### src/sv/lph_pkg.sv
// Shared types and constants for the linear probing hash table.
`timescale 1ns / 1ps
`default_nettype none

package lph_pkg;

  localparam int unsigned OP_W     = 2;
  localparam int unsigned ST_W     = 2;
  localparam int unsigned HASH_W   = 32;
  localparam int unsigned KEY_IN_W = 32;
  localparam int unsigned VAL_IN_W = 32;

  typedef enum logic [OP_W-1:0] {
    OP_SET    = 2'd0,
    OP_GET    = 2'd1,
    OP_REMOVE = 2'd2
  } op_t;

  typedef enum logic [ST_W-1:0] {
    ST_OK   = 2'd0,
    ST_MISS = 2'd1,
    ST_FULL = 2'd2
  } status_t;

  typedef enum logic [2:0] {
    S_CLEAR,
    S_IDLE,
    S_HASH,
    S_PROBE,
    S_DONE
  } state_t;

endpackage

`default_nettype wire

### src/sv/lph_mod.sv
// Start slot unit: reduces the key hash modulo the slot count.
`timescale 1ns / 1ps
`default_nettype none

module lph_mod #(
  parameter int unsigned SLOTS = 64,
  localparam int unsigned AW = (SLOTS > 1) ? $clog2(SLOTS) : 1
) (
  input  wire logic                       clk,
  input  wire logic                       rst_n,
  input  wire logic                       start,
  input  wire logic [lph_pkg::HASH_W-1:0] hash,
  output logic                            done,
  output logic [AW-1:0]                   idx
);

  generate
    if ((SLOTS & (SLOTS - 1)) == 0) begin : g_pow2
      logic [AW-1:0] idx_r;
      logic          done_r;

      always_ff @(posedge clk) begin
        if (!rst_n) begin
          done_r <= 1'b0;
        end else begin
          done_r <= start;
        end
      end

      always_ff @(posedge clk) begin
        if (start) begin
          idx_r <= hash[AW-1:0];
        end
      end

      assign done = done_r;
      assign idx  = idx_r;
    end else begin : g_recip
      localparam int unsigned HW = lph_pkg::HASH_W;
      localparam int unsigned QW = HW + 1 - AW;
      localparam int unsigned PW = 2 * HW + 2;
      localparam longint unsigned RECIP_L = ((64'd1 << (HW + AW)) / SLOTS) + 64'd1;
      localparam logic [HW:0]   RECIP    = (HW+1)'(RECIP_L);
      localparam logic [AW-1:0] SLOTS_LO = AW'(SLOTS);

      logic [PW-1:0] prod_r;
      logic [AW-1:0] hash_lo_r;
      logic [AW-1:0] idx_r;
      logic          mul_r;
      logic          done_r;
      logic [QW-1:0] quot;
      logic [AW-1:0] back;

      assign quot = prod_r[HW+AW +: QW];
      assign back = quot[AW-1:0] * SLOTS_LO;

      always_ff @(posedge clk) begin
        if (!rst_n) begin
          mul_r  <= 1'b0;
          done_r <= 1'b0;
        end else begin
          mul_r  <= start;
          done_r <= mul_r;
        end
      end

      always_ff @(posedge clk) begin
        if (start) begin
          prod_r    <= PW'(hash) * PW'(RECIP);
          hash_lo_r <= hash[AW-1:0];
        end
        if (mul_r) begin
          idx_r <= hash_lo_r - back;
        end
      end

      assign done = done_r;
      assign idx  = idx_r;
    end
  endgenerate

endmodule

`default_nettype wire

### src/sv/lph_mem.sv
// Slot memory: one write port, one registered read port.
`timescale 1ns / 1ps
`default_nettype none

module lph_mem #(
  parameter int unsigned DEPTH = 64,
  parameter int unsigned WIDTH = 66,
  localparam int unsigned AW = (DEPTH > 1) ? $clog2(DEPTH) : 1
) (
  input  wire logic             clk,
  input  wire logic             we,
  input  wire logic [AW-1:0]    waddr,
  input  wire logic [WIDTH-1:0] wdata,
  input  wire logic [AW-1:0]    raddr,
  output logic [WIDTH-1:0]      rdata
);

  logic [WIDTH-1:0] mem [DEPTH];
  logic [WIDTH-1:0] rdata_r;

  always_ff @(posedge clk) begin
    if (we) begin
      mem[waddr] <= wdata;
    end
    rdata_r <= mem[raddr];
  end

  assign rdata = rdata_r;

endmodule

`default_nettype wire

### src/sv/linear_probe_hash_table.sv
// Top level: linear probing hash table with tombstones and its probe sequencer.
// Probing reads one slot per cycle through the one read port of the slot memory; when
// SLOTS is not a power of two the hash reduction adds a product register before the
// index register. Requests that miss at once skip the hash and probe states.
// Throughput: one item at a time; the next item is taken once the result is registered.
// Reset: a clearing pass empties every slot of the slot memory, in_stall high meanwhile.
`timescale 1ns / 1ps
`default_nettype none

module linear_probe_hash_table #(
  parameter int unsigned SLOTS      = 64,
  parameter int unsigned KEY_BITS   = 32,
  parameter int unsigned VALUE_BITS = 32
) (
  input  wire logic                         clk,
  input  wire logic                         rst_n,
  input  wire logic                         in_valid,
  output logic                              in_stall,
  input  wire logic [lph_pkg::OP_W-1:0]     in_operation,
  input  wire logic [lph_pkg::KEY_IN_W-1:0] in_key,
  input  wire logic [lph_pkg::HASH_W-1:0]   in_key_hash,
  input  wire logic [lph_pkg::VAL_IN_W-1:0] in_value,
  output logic                              out_valid,
  input  wire logic                         out_stall,
  output logic [lph_pkg::ST_W-1:0]          out_status,
  output logic                              out_found,
  output logic [lph_pkg::VAL_IN_W-1:0]      out_read_value
);

  localparam int unsigned KW = (KEY_BITS < lph_pkg::KEY_IN_W) ? KEY_BITS : lph_pkg::KEY_IN_W;
  localparam int unsigned VW = (VALUE_BITS < lph_pkg::VAL_IN_W) ? VALUE_BITS
                                                                : lph_pkg::VAL_IN_W;
  localparam int unsigned OUT_W    = lph_pkg::VAL_IN_W;
  localparam int unsigned AW       = (SLOTS > 1) ? $clog2(SLOTS) : 1;
  localparam int unsigned CW       = $clog2(SLOTS + 1);
  localparam int unsigned EW       = 2 + KW + VW;
  localparam int unsigned LOAD_MAX = (3 * SLOTS) / 4;

  lph_pkg::state_t  state_r, state_nxt;
  logic [lph_pkg::OP_W-1:0] op_r, op_nxt;
  logic [KW-1:0]    key_r, key_nxt;
  logic [VW-1:0]    val_r, val_nxt;
  logic [AW-1:0]    idx_r, idx_nxt;
  logic [AW-1:0]    chk_idx_r, chk_idx_nxt;
  logic [AW-1:0]    chk_n_r, chk_n_nxt;
  logic             pend_r, pend_nxt;
  logic             tomb_ok_r, tomb_ok_nxt;
  logic [AW-1:0]    tomb_idx_r, tomb_idx_nxt;
  logic [CW-1:0]    cnt_r, cnt_nxt;
  logic [AW-1:0]    clr_idx_r, clr_idx_nxt;
  lph_pkg::status_t res_status_r, res_status_nxt;
  logic             res_found_r, res_found_nxt;
  logic [VW-1:0]    res_rv_r, res_rv_nxt;
  logic             wr_pend_r, wr_pend_nxt;
  logic [AW-1:0]    wr_addr_r, wr_addr_nxt;
  logic [EW-1:0]    wr_data_r, wr_data_nxt;
  logic             cnt_inc_r, cnt_inc_nxt;
  logic             out_valid_r, out_valid_nxt;
  lph_pkg::status_t out_status_r, out_status_nxt;
  logic             out_found_r, out_found_nxt;
  logic [VW-1:0]    out_rv_r, out_rv_nxt;

  logic          in_accept;
  logic          quick_miss;
  logic          load;
  logic          mod_start;
  logic          mod_done;
  logic [AW-1:0] mod_idx;
  logic          mem_we;
  logic [AW-1:0] mem_waddr;
  logic [EW-1:0] mem_wdata;
  logic [EW-1:0] rd_data;
  logic          e_used, e_live, e_match, e_empty, e_last, stop;
  logic [KW-1:0] e_key;
  logic [VW-1:0] e_val;
  logic [AW-1:0] idx_inc;

  function automatic logic op_t_is_lookup(input logic [lph_pkg::OP_W-1:0] op);
    return (op == lph_pkg::OP_GET) || (op == lph_pkg::OP_REMOVE);
  endfunction

  lph_mod #(.SLOTS(SLOTS)) u_mod (
    .clk   (clk),
    .rst_n (rst_n),
    .start (mod_start),
    .hash  (in_key_hash),
    .done  (mod_done),
    .idx   (mod_idx)
  );

  lph_mem #(.DEPTH(SLOTS), .WIDTH(EW)) u_mem (
    .clk   (clk),
    .we    (mem_we),
    .waddr (mem_waddr),
    .wdata (mem_wdata),
    .raddr (idx_r),
    .rdata (rd_data)
  );

  assign e_used  = rd_data[EW-1];
  assign e_live  = rd_data[EW-2];
  assign e_key   = rd_data[KW+VW-1:VW];
  assign e_val   = rd_data[VW-1:0];
  assign e_match = e_used && (e_key == key_r);
  assign e_empty = !e_used;
  assign e_last  = (chk_n_r == AW'(SLOTS - 1));
  assign stop    = (state_r == lph_pkg::S_PROBE) && pend_r && (e_match || e_empty || e_last);
  assign idx_inc = (idx_r == AW'(SLOTS - 1)) ? '0 : idx_r + 1'b1;

  assign quick_miss = (op_t_is_lookup(in_operation) && (cnt_r == '0)) ||
                      !(op_t_is_lookup(in_operation) ||
                        (in_operation == lph_pkg::OP_SET));

  // next state
  always_comb begin
    state_nxt = state_r;
    unique case (state_r)
      lph_pkg::S_CLEAR: begin
        if (clr_idx_r == AW'(SLOTS - 1)) begin
          state_nxt = lph_pkg::S_IDLE;
        end
      end
      lph_pkg::S_IDLE: begin
        if (in_valid) begin
          state_nxt = quick_miss ? lph_pkg::S_DONE : lph_pkg::S_HASH;
        end
      end
      lph_pkg::S_HASH: begin
        if (mod_done) begin
          state_nxt = lph_pkg::S_PROBE;
        end
      end
      lph_pkg::S_PROBE: begin
        if (stop) begin
          state_nxt = lph_pkg::S_DONE;
        end
      end
      lph_pkg::S_DONE: begin
        if (load) begin
          state_nxt = lph_pkg::S_IDLE;
        end
      end
      default: state_nxt = lph_pkg::S_CLEAR;
    endcase
  end

  // control outputs
  always_comb begin
    in_stall  = (state_r != lph_pkg::S_IDLE);
    in_accept = in_valid && !in_stall;
    mod_start = in_accept && !quick_miss;
    load      = (state_r == lph_pkg::S_DONE) && (!out_valid_r || !out_stall);
    mem_we    = 1'b0;
    mem_waddr = wr_addr_r;
    mem_wdata = wr_data_r;
    if (state_r == lph_pkg::S_CLEAR) begin
      mem_we    = 1'b1;
      mem_waddr = clr_idx_r;
      mem_wdata = '0;
    end else if (load && wr_pend_r) begin
      mem_we = 1'b1;
    end
  end

  // datapath
  always_comb begin
    op_nxt         = op_r;
    key_nxt        = key_r;
    val_nxt        = val_r;
    idx_nxt        = idx_r;
    chk_idx_nxt    = chk_idx_r;
    chk_n_nxt      = chk_n_r;
    pend_nxt       = pend_r;
    tomb_ok_nxt    = tomb_ok_r;
    tomb_idx_nxt   = tomb_idx_r;
    cnt_nxt        = cnt_r;
    clr_idx_nxt    = clr_idx_r;
    res_status_nxt = res_status_r;
    res_found_nxt  = res_found_r;
    res_rv_nxt     = res_rv_r;
    wr_pend_nxt    = wr_pend_r;
    wr_addr_nxt    = wr_addr_r;
    wr_data_nxt    = wr_data_r;
    cnt_inc_nxt    = cnt_inc_r;
    out_status_nxt = out_status_r;
    out_found_nxt  = out_found_r;
    out_rv_nxt     = out_rv_r;
    out_valid_nxt  = out_valid_r && out_stall;

    if (state_r == lph_pkg::S_CLEAR) begin
      clr_idx_nxt = clr_idx_r + 1'b1;
    end

    if (in_accept) begin
      op_nxt         = in_operation;
      key_nxt        = in_key[KW-1:0];
      val_nxt        = in_value[VW-1:0];
      res_status_nxt = lph_pkg::ST_MISS;
      res_found_nxt  = 1'b0;
      res_rv_nxt     = '0;
      wr_pend_nxt    = 1'b0;
      cnt_inc_nxt    = 1'b0;
    end

    if ((state_r == lph_pkg::S_HASH) && mod_done) begin
      idx_nxt     = mod_idx;
      pend_nxt    = 1'b0;
      chk_n_nxt   = '0;
      tomb_ok_nxt = 1'b0;
    end

    if (state_r == lph_pkg::S_PROBE) begin
      idx_nxt     = idx_inc;
      chk_idx_nxt = idx_r;
      pend_nxt    = 1'b1;
      if (pend_r) begin
        chk_n_nxt = chk_n_r + 1'b1;
        if (e_used && !e_live) begin
          tomb_ok_nxt  = 1'b1;
          tomb_idx_nxt = chk_idx_r;
        end
      end
      if (stop) begin
        wr_addr_nxt = chk_idx_r;
        wr_data_nxt = {2'b11, key_r, val_r};
        priority case (op_r)
          lph_pkg::OP_SET: begin
            if (e_match) begin
              res_status_nxt = lph_pkg::ST_OK;
              wr_pend_nxt    = 1'b1;
            end else if (e_empty && tomb_ok_r) begin
              res_status_nxt = lph_pkg::ST_OK;
              wr_pend_nxt    = 1'b1;
              wr_addr_nxt    = tomb_idx_r;
            end else if (e_empty && (cnt_r < CW'(LOAD_MAX))) begin
              res_status_nxt = lph_pkg::ST_OK;
              wr_pend_nxt    = 1'b1;
              cnt_inc_nxt    = 1'b1;
            end else begin
              res_status_nxt = lph_pkg::ST_FULL;
            end
          end
          lph_pkg::OP_GET, lph_pkg::OP_REMOVE: begin
            if (e_match && e_live) begin
              res_status_nxt = lph_pkg::ST_OK;
              if (op_r == lph_pkg::OP_GET) begin
                res_found_nxt = 1'b1;
                res_rv_nxt    = e_val;
              end else begin
                wr_pend_nxt = 1'b1;
                wr_data_nxt = {2'b10, e_key, e_val};
              end
            end else if (e_match || e_empty) begin
              res_status_nxt = lph_pkg::ST_MISS;
            end else begin
              res_status_nxt = lph_pkg::ST_FULL;
            end
          end
          default: res_status_nxt = lph_pkg::ST_MISS;
        endcase
      end
    end

    if (load) begin
      out_valid_nxt  = 1'b1;
      out_status_nxt = res_status_r;
      out_found_nxt  = res_found_r;
      out_rv_nxt     = res_rv_r;
      if (cnt_inc_r) begin
        cnt_nxt = cnt_r + 1'b1;
      end
    end
  end

  always_ff @(posedge clk) begin
    if (!rst_n) begin
      state_r     <= lph_pkg::S_CLEAR;
      clr_idx_r   <= '0;
      cnt_r       <= '0;
      pend_r      <= 1'b0;
      out_valid_r <= 1'b0;
    end else begin
      state_r     <= state_nxt;
      clr_idx_r   <= clr_idx_nxt;
      cnt_r       <= cnt_nxt;
      pend_r      <= pend_nxt;
      out_valid_r <= out_valid_nxt;
    end
  end

  always_ff @(posedge clk) begin
    op_r         <= op_nxt;
    key_r        <= key_nxt;
    val_r        <= val_nxt;
    idx_r        <= idx_nxt;
    chk_idx_r    <= chk_idx_nxt;
    chk_n_r      <= chk_n_nxt;
    tomb_ok_r    <= tomb_ok_nxt;
    tomb_idx_r   <= tomb_idx_nxt;
    res_status_r <= res_status_nxt;
    res_found_r  <= res_found_nxt;
    res_rv_r     <= res_rv_nxt;
    wr_pend_r    <= wr_pend_nxt;
    wr_addr_r    <= wr_addr_nxt;
    wr_data_r    <= wr_data_nxt;
    cnt_inc_r    <= cnt_inc_nxt;
    out_status_r <= out_status_nxt;
    out_found_r  <= out_found_nxt;
    out_rv_r     <= out_rv_nxt;
  end

  assign out_valid      = out_valid_r;
  assign out_status     = out_status_r;
  assign out_found      = out_found_r;
  assign out_read_value = OUT_W'(out_rv_r);

  a_cnt_bound: assert property (@(posedge clk) disable iff (!rst_n)
    cnt_r <= CW'(LOAD_MAX))
    else $error("occupied count above load limit");

  a_cnt_step: assert property (@(posedge clk) disable iff (!rst_n)
    (load && cnt_inc_r) |=> (cnt_r == $past(cnt_r) + 1'b1))
    else $error("occupied count did not advance on fresh insert");

  a_we_state: assert property (@(posedge clk) disable iff (!rst_n)
    mem_we |-> ((state_r == lph_pkg::S_CLEAR) || (state_r == lph_pkg::S_DONE)))
    else $error("slot write outside clear or commit");

  a_found_ok: assert property (@(posedge clk) disable iff (!rst_n)
    (out_valid_r && out_found_r) |-> (out_status_r == lph_pkg::ST_OK))
    else $error("found flag without ok status");

endmodule

`default_nettype wire
### config.mk
export PLATFORM = sky130hd
export DESIGN_NAME = linear_probe_hash_table
export DESIGN_NICKNAME = d
export VERILOG_FILES = /design/src/sv/lph_pkg.sv /design/src/sv/lph_mod.sv /design/src/sv/lph_mem.sv /design/src/sv/linear_probe_hash_table.sv
export SDC_FILE = /design/constraint.sdc
export NUM_CORES = 2
export LEC_CHECK = 0
export BUFFER_PORTS_ARGS = -buffer_cell sky130_fd_sc_hd__buf_4
export CORE_MARGIN = 2
export CORE_UTILIZATION = 50
export DETAILED_ROUTE_END_ITERATION = 8
export GPL_TIMING_DRIVEN = 0
export MAX_ROUTING_LAYER = met4
export PLACE_DENSITY = 0.69
export SYNTH_ARGS = -nofsm -noshare
export SYNTH_HDL_FRONTEND = slang
export SYNTH_MEMORY_MAX_BITS = 65536
export SYNTH_SLANG_ARGS = --single-unit
### constraint.sdc
create_clock -name clk -period 14.25 [get_ports clk]
set_input_delay 1.425 -clock clk [delete_from_list [all_inputs] [get_ports clk]]
set_output_delay 1.425 -clock clk [all_outputs]
set_load 0.05 [all_outputs]
; After elaboration in Yosys (flattened, before gate mapping)
; Memories as Yosys holds them, arrays and structs flattened. A register that Yosys moved wholly into a read port is not among the register bits.
; Index checks and enable logic that the tools add are counted.
[word_totals]
ff_bits = 260
latchBits = 0
ram_bits = 4224
rom_bits = 0
out_inout_bits = 37
mem_count = 1
[memory_table]
columns = memory, words, width, rd, rd_clocked_by_memory_dff, write_ports, line_no
row1 = u_mem.mem, 64, 66, 1, 1, 1, lph_mem.sv:18  ; logic [WIDTH-1:0] mem [DEPTH];
[classes]
addsub = 4
n_mul = 0
div_mod_pow = 0
n_lt_le_gt_ge = 1
eq_ne = 18
shifts = 0
muxes = 69
n_bitwise = 0
n_reduce_logical = 38
[ops]
columns = operator, count
row1 = $mux W32, 6
row2 = $mux W64, 2
row3 = $mux W66, 1
row4 = $mux W65, 1
row5 = $mux W6, 10
row6 = $eq A32 B32 Y1, 1
row7 = $mux W1, 32
row8 = $add A6 B1 Y6 const B, 3
row9 = $eq A6 B6 Y1 const B, 3
row10 = $mux W3, 6
row11 = $mux W2, 8
row12 = $pmux W3 S5, 1
row13 = $logic_and A1 B1 Y1, 14
row14 = $ne A2 B2 Y1 const B, 4
row15 = $add A7 B1 Y7 const B, 1
row16 = $logic_not A1 Y1, 7
row17 = $logic_not A7 Y1, 1
row18 = $lt A7 B6 Y1 const B, 1
row19 = $eq A3 B2 Y1 const B, 2
row20 = $logic_or A1 B1 Y1, 6
row21 = $reduce_and A2 Y1, 3
row22 = $reduce_and A5 Y1, 1
row23 = $eq A2 B1 Y1 const B, 2
row24 = $eq A2 B2 Y1 const B, 2
row25 = 11 further kinds, 12

; Longest topological paths before layout
[logic_depth]
ltp_word = 10
depth_mapped = 11
ltp_nobuf = 8

; Cells and area by module
; Synthesis repeated with hierarchy kept, for this count alone.
[hier_totals]
cells_unflattened = 7618
area_unflattened_um2 = 170746.3
[by_module_without_submodules]
columns = module, n_inst, cells_each, area_each_um2
row1 = lph_mem, 1, 6852, 160513.9
row2 = linear_probe_hash_table, 1, 758, 10025.9
row3 = lph_mod, 1, 8, 206.4

; Worst setup path before layout
; Ideal clock, no wire load.
[synth_timing]
path_kind = input-to-reg
startpoint = in out_stall
endpoint = mem u_mem.mem[36][0] (enable)
setup_ps = 491
arrival_ps = 5217
t_required_ps = 13759
path_slack_ps = 8543
stages = 6
n_path_buf = 0
cell_sequence = nand2_1 -> nand2_1 -> a21boi_1 -> a21boi_0 -> nand2_1 -> nor2_1
[synth_between]
elab_chain_cells = 8
[synth_rtl]
columns = element, line_no
row1 = "start, declared", linear_probe_hash_table.sv:24  ; input wire logic out_stall,
row2 = $logic_not A1 Y1, linear_probe_hash_table.sv:152  ; load = (state_r == lph_pkg::S_DONE) && (!out_valid_r || !out_stall);
row3 = $logic_or A1 B1 Y1, linear_probe_hash_table.sv:152
row4 = $logic_and A1 B1 Y1, linear_probe_hash_table.sv:152
row5 = $logic_and A1 B1 Y1, linear_probe_hash_table.sv:160  ; end else if (load && wr_pend_r) begin
row6 = $mux W1, linear_probe_hash_table.sv:160
row7 = $mux W1, linear_probe_hash_table.sv:156  ; if (state_r == lph_pkg::S_CLEAR) begin
row8 = $mux W1, lph_mem.sv:22  ; if (we) begin
row9 = $mux W1 (not written as such), lph_mem.sv:23  ; mem[waddr] <= wdata;
row10 = "end, declared", lph_mem.sv:18
; No other way between the ends.

==> impl_metrics.env <==
export IMPL_outcome="finished, violations left"
export IMPL_violations="max-capacitance violations, max-slew violations"
export IMPL_grtUsageMet3_pct=7.30
export IMPL_worstSkewPairLatency_ns=1.00
export IMPL_first_pass_iters=6
export IMPL_start_util_pct=50.2
export IMPL_clockRootBuffer="clkbuf_16"
export IMPL_cp_depth=8
export IMPL_rows=215
export IMPL_leakagePower_nw=68.4
export IMPL_grt_max_degree=65
export IMPL_swShare_pct=19.7
export IMPL_coreArea_um2=342000
export IMPL_final_setup_viol_count=0
export IMPL_p_int_mw=21.5
export IMPL_crit_slowest_cell="a21oi_1"
export IMPL_yosysTopAreaCell="edfxtp_1"
export IMPL_synthTopCellsByArea="edfxtp_1 (77%), mux4_2 (16%), dfxtp_1 (1.5%), mux2i_1 (1.4%), o221ai_1 (0.62%)"
export IMPL_rr_worst_depth=8
export IMPL_skew_ns=0.0540
export IMPL_antenna_left=0
export IMPL_grt_overflow=0
export IMPL_die_area_um2=348000
export IMPL_maxSlewViolCount=11
export IMPL_hold_violations=0
export IMPL_clk_pin_slew_ns=0.06
export IMPL_pwr_share_comb_pct=1.1
export IMPL_power_switching_mw=5.28
export IMPL_seq_power_share_pct=54.7
export IMPL_drc=0
export IMPL_tightest_slew_ns=1.55
export IMPL_whs_path_depth=0
export IMPL_synth_distinct_cells=52
export IMPL_numCtsBuffers=432
export IMPL_top_usage_layer="met2"
export IMPL_clockBufferDepth=4
export IMPL_synth_edf_count=4420
export IMPL_vias_per_cell=6.61
export IMPL_hpwl_um=347000
export IMPL_clock_sinks=4549
export IMPL_final_common_cell="edfxtp_1"
export IMPL_layout_common_cells="edfxtp_1 (4420), mux4_2 (1188), clkbuf_16 (438)"
export IMPL_synth_ff_type="edfxtp_1"
export IMPL_postCtsSetupBuffers=0
export IMPL_syn_num_nets=7408
export IMPL_async_reset_ff_share_pct=0
export IMPL_power_mw=26.8
export IMPL_path_delay_family="buffers and inverters"
export IMPL_fillCellCount=23500
export IMPL_instances_no_fill=13100
export IMPL_placed_cell_area_um2=185000
export IMPL_layout_nets=8216
export IMPL_post_route_min_period_ns=5.97
export IMPL_ys_seq_area_share_pct=78.7
export IMPL_drtIter0Drc=14900
export IMPL_cp_data_arrival_time_ns=6.86
export IMPL_numPortBuffers=111
export IMPL_rsz0062_at_grt="no"
export IMPL_fp_dieH_um=590
export IMPL_start_kind="flop"
export IMPL_gr_usage_met2_pct=44.8
export IMPL_cts_tree="yes"
export IMPL_drt_wl_total_um=507000
export IMPL_syn_inst=7297
export IMPL_gp_congestion=0.872
export IMPL_endpoint_kind="flop"
export IMPL_p_clk_share_pct=44.2
export IMPL_crit_chain="buf_2 > buf_2 > buf_1 > buf_1 > mux4_2 > o22ai_1 > a21oi_1 > mux4_2"
export IMPL_ctsHoldBuffers=0
export IMPL_netlist_area_leader_share_pct=77.2
export IMPL_ir_worst_vdd_mv=0.120
export IMPL_synth_warnings=0
export IMPL_grt_pass1_vias=84400
export IMPL_crit_path_max_incr_delay_ns=1.00
export IMPL_hold_path_class="reg -> reg"
export IMPL_die_w_um=590
export IMPL_critPathMaxFanout=10
export IMPL_grt_pass1_wl_um=689000
export IMPL_fin_ws_ns=8.28
export IMPL_met1_usage_pct=38.5
export IMPL_finalCritPeriodShare_pct=41.9
export IMPL_io_pins=139
export IMPL_track_usage_pct=30.0
export IMPL_max_freq_mhz=167
export IMPL_p_per_area_nw_per_um2=134
export IMPL_drive_gt1_share_pct=30.1
export IMPL_timing_slew_headroom_pct=-3.52
export IMPL_grt_antenna_before_repair=28
export IMPL_place_ws_ns=8.52
export IMPL_cts_resized_gates=0
export IMPL_finish_instance_area_um2=199000
export IMPL_cts_max_level=5
export IMPL_wl_per_cell_um=38.8
export IMPL_final_util_pct=58.2
export IMPL_cp_required_ns=15.14
export IMPL_area_growth_pct=16.0
export IMPL_place_inst=12200
export IMPL_syn_avg_cell_area_um2=23.6
export IMPL_setup_tns_ns=0
export IMPL_route_vias_total=86500
export IMPL_syn_cell_area_um2=172000
export IMPL_synth_seq_cells=4549
export IMPL_cap_viol_max_count=1
export IMPL_whs_ns=0.433
export IMPL_worst_path_buf_inv=4
export IMPL_critPathKind="reg -> reg"
## layer usage
layer	vias to the layer above	wire length (um)
li1	32900	-
met1	46100	177000
met2	6329	237000
met3	1144	62600
met4	0	30600
met5	-	0
## cells in the mapped netlist (all sizes together), types with 38 or more instances
library cell and instances:
a21oi 86, and2 76, buf 182, clkbuf 233, dfxtp 129, edfxtp 4420
mux2 39, mux2i 243, mux4 1188, nand2 166, nor2 81, o21ai 83
o221ai 121, o22ai 78, xor2 38
## registers in the layout (all words and copies together) (netlist names), 2 cells and up
name	cells
u_mem.mem	4224
u_mem.rdata	66
wr_data_r	65
key_r	32
out_read_value	32
res_rv_r	32
val_r	32
cnt_r	7
chk_idx_r	6
chk_n_r	6
clr_idx_r	6
idx_r	6
tomb_idx_r	6
u_mod.idx	6
wr_addr_r	6
state_r	3
op_r	2
out_status	2
res_status_r	2
## kinds of logic after synthesis
logic type                 after synthesis  share of synthesized area (%)
buffers and inverters                  428                           1.11
AOI/OAI and AO/OA                      395                           1.52
muxes                                 1470                           17.2
adders and majority gates                9                         0.0655
DFF                                   4549                           78.7
and+or+nand+nor                        398                           1.09
xor gates and xnor gates                48                          0.245
## area by class of cell
cell class / instances / area [um^2] / area share [%]
repair buffers: 374 / 6470 / 3.25
diodes: 46 / 115 / 0.0578
multi-input cells: 2320 / 35200 / 17.7
well taps: 4557 / 5700 / 2.86
clock inverters: 275 / 3060 / 1.53
flip-flops and latches: 4549 / 135000 / 67.9
plain buffers: 415 / 1890 / 0.949
clock buffers: 535 / 11500 / 5.75
inverters: 13 / 51.3 / 0.0257
## final timing paths
path	slack, ns	from	end
min reg2reg	0.43	res_rv_r[11]	out_read_value[11]
max reg2reg	8.28	idx_r[1]	u_mem.rdata[30]
max	8.28	idx_r[1]	u_mem.rdata[30]
min	0.43	res_rv_r[11]	out_read_value[11]
## power by group through the flow
stage	Sequential [mW]	Clock [mW]	Combinational, mW
final	14.6	11.8	0.294
after global routing	14.6	12.4	0.301
after CTS	14.6	11.9	0.289
after detailed placement	14.9	0	0.288
after global placement	15.0	0	0.223
after floorplan	14.9	0	0.118
## worst reg2reg max path: cells and delay by family (launching register included)
kind | cells | cell delay (ns)
flip-flops | 1 | 0.66
AO/OA/AOI/OAI | 2 | 1.07
buffers and inverters | 4 | 3.14
multiplexers | 2 | 1.00
(Power assumes the default switching activity.)
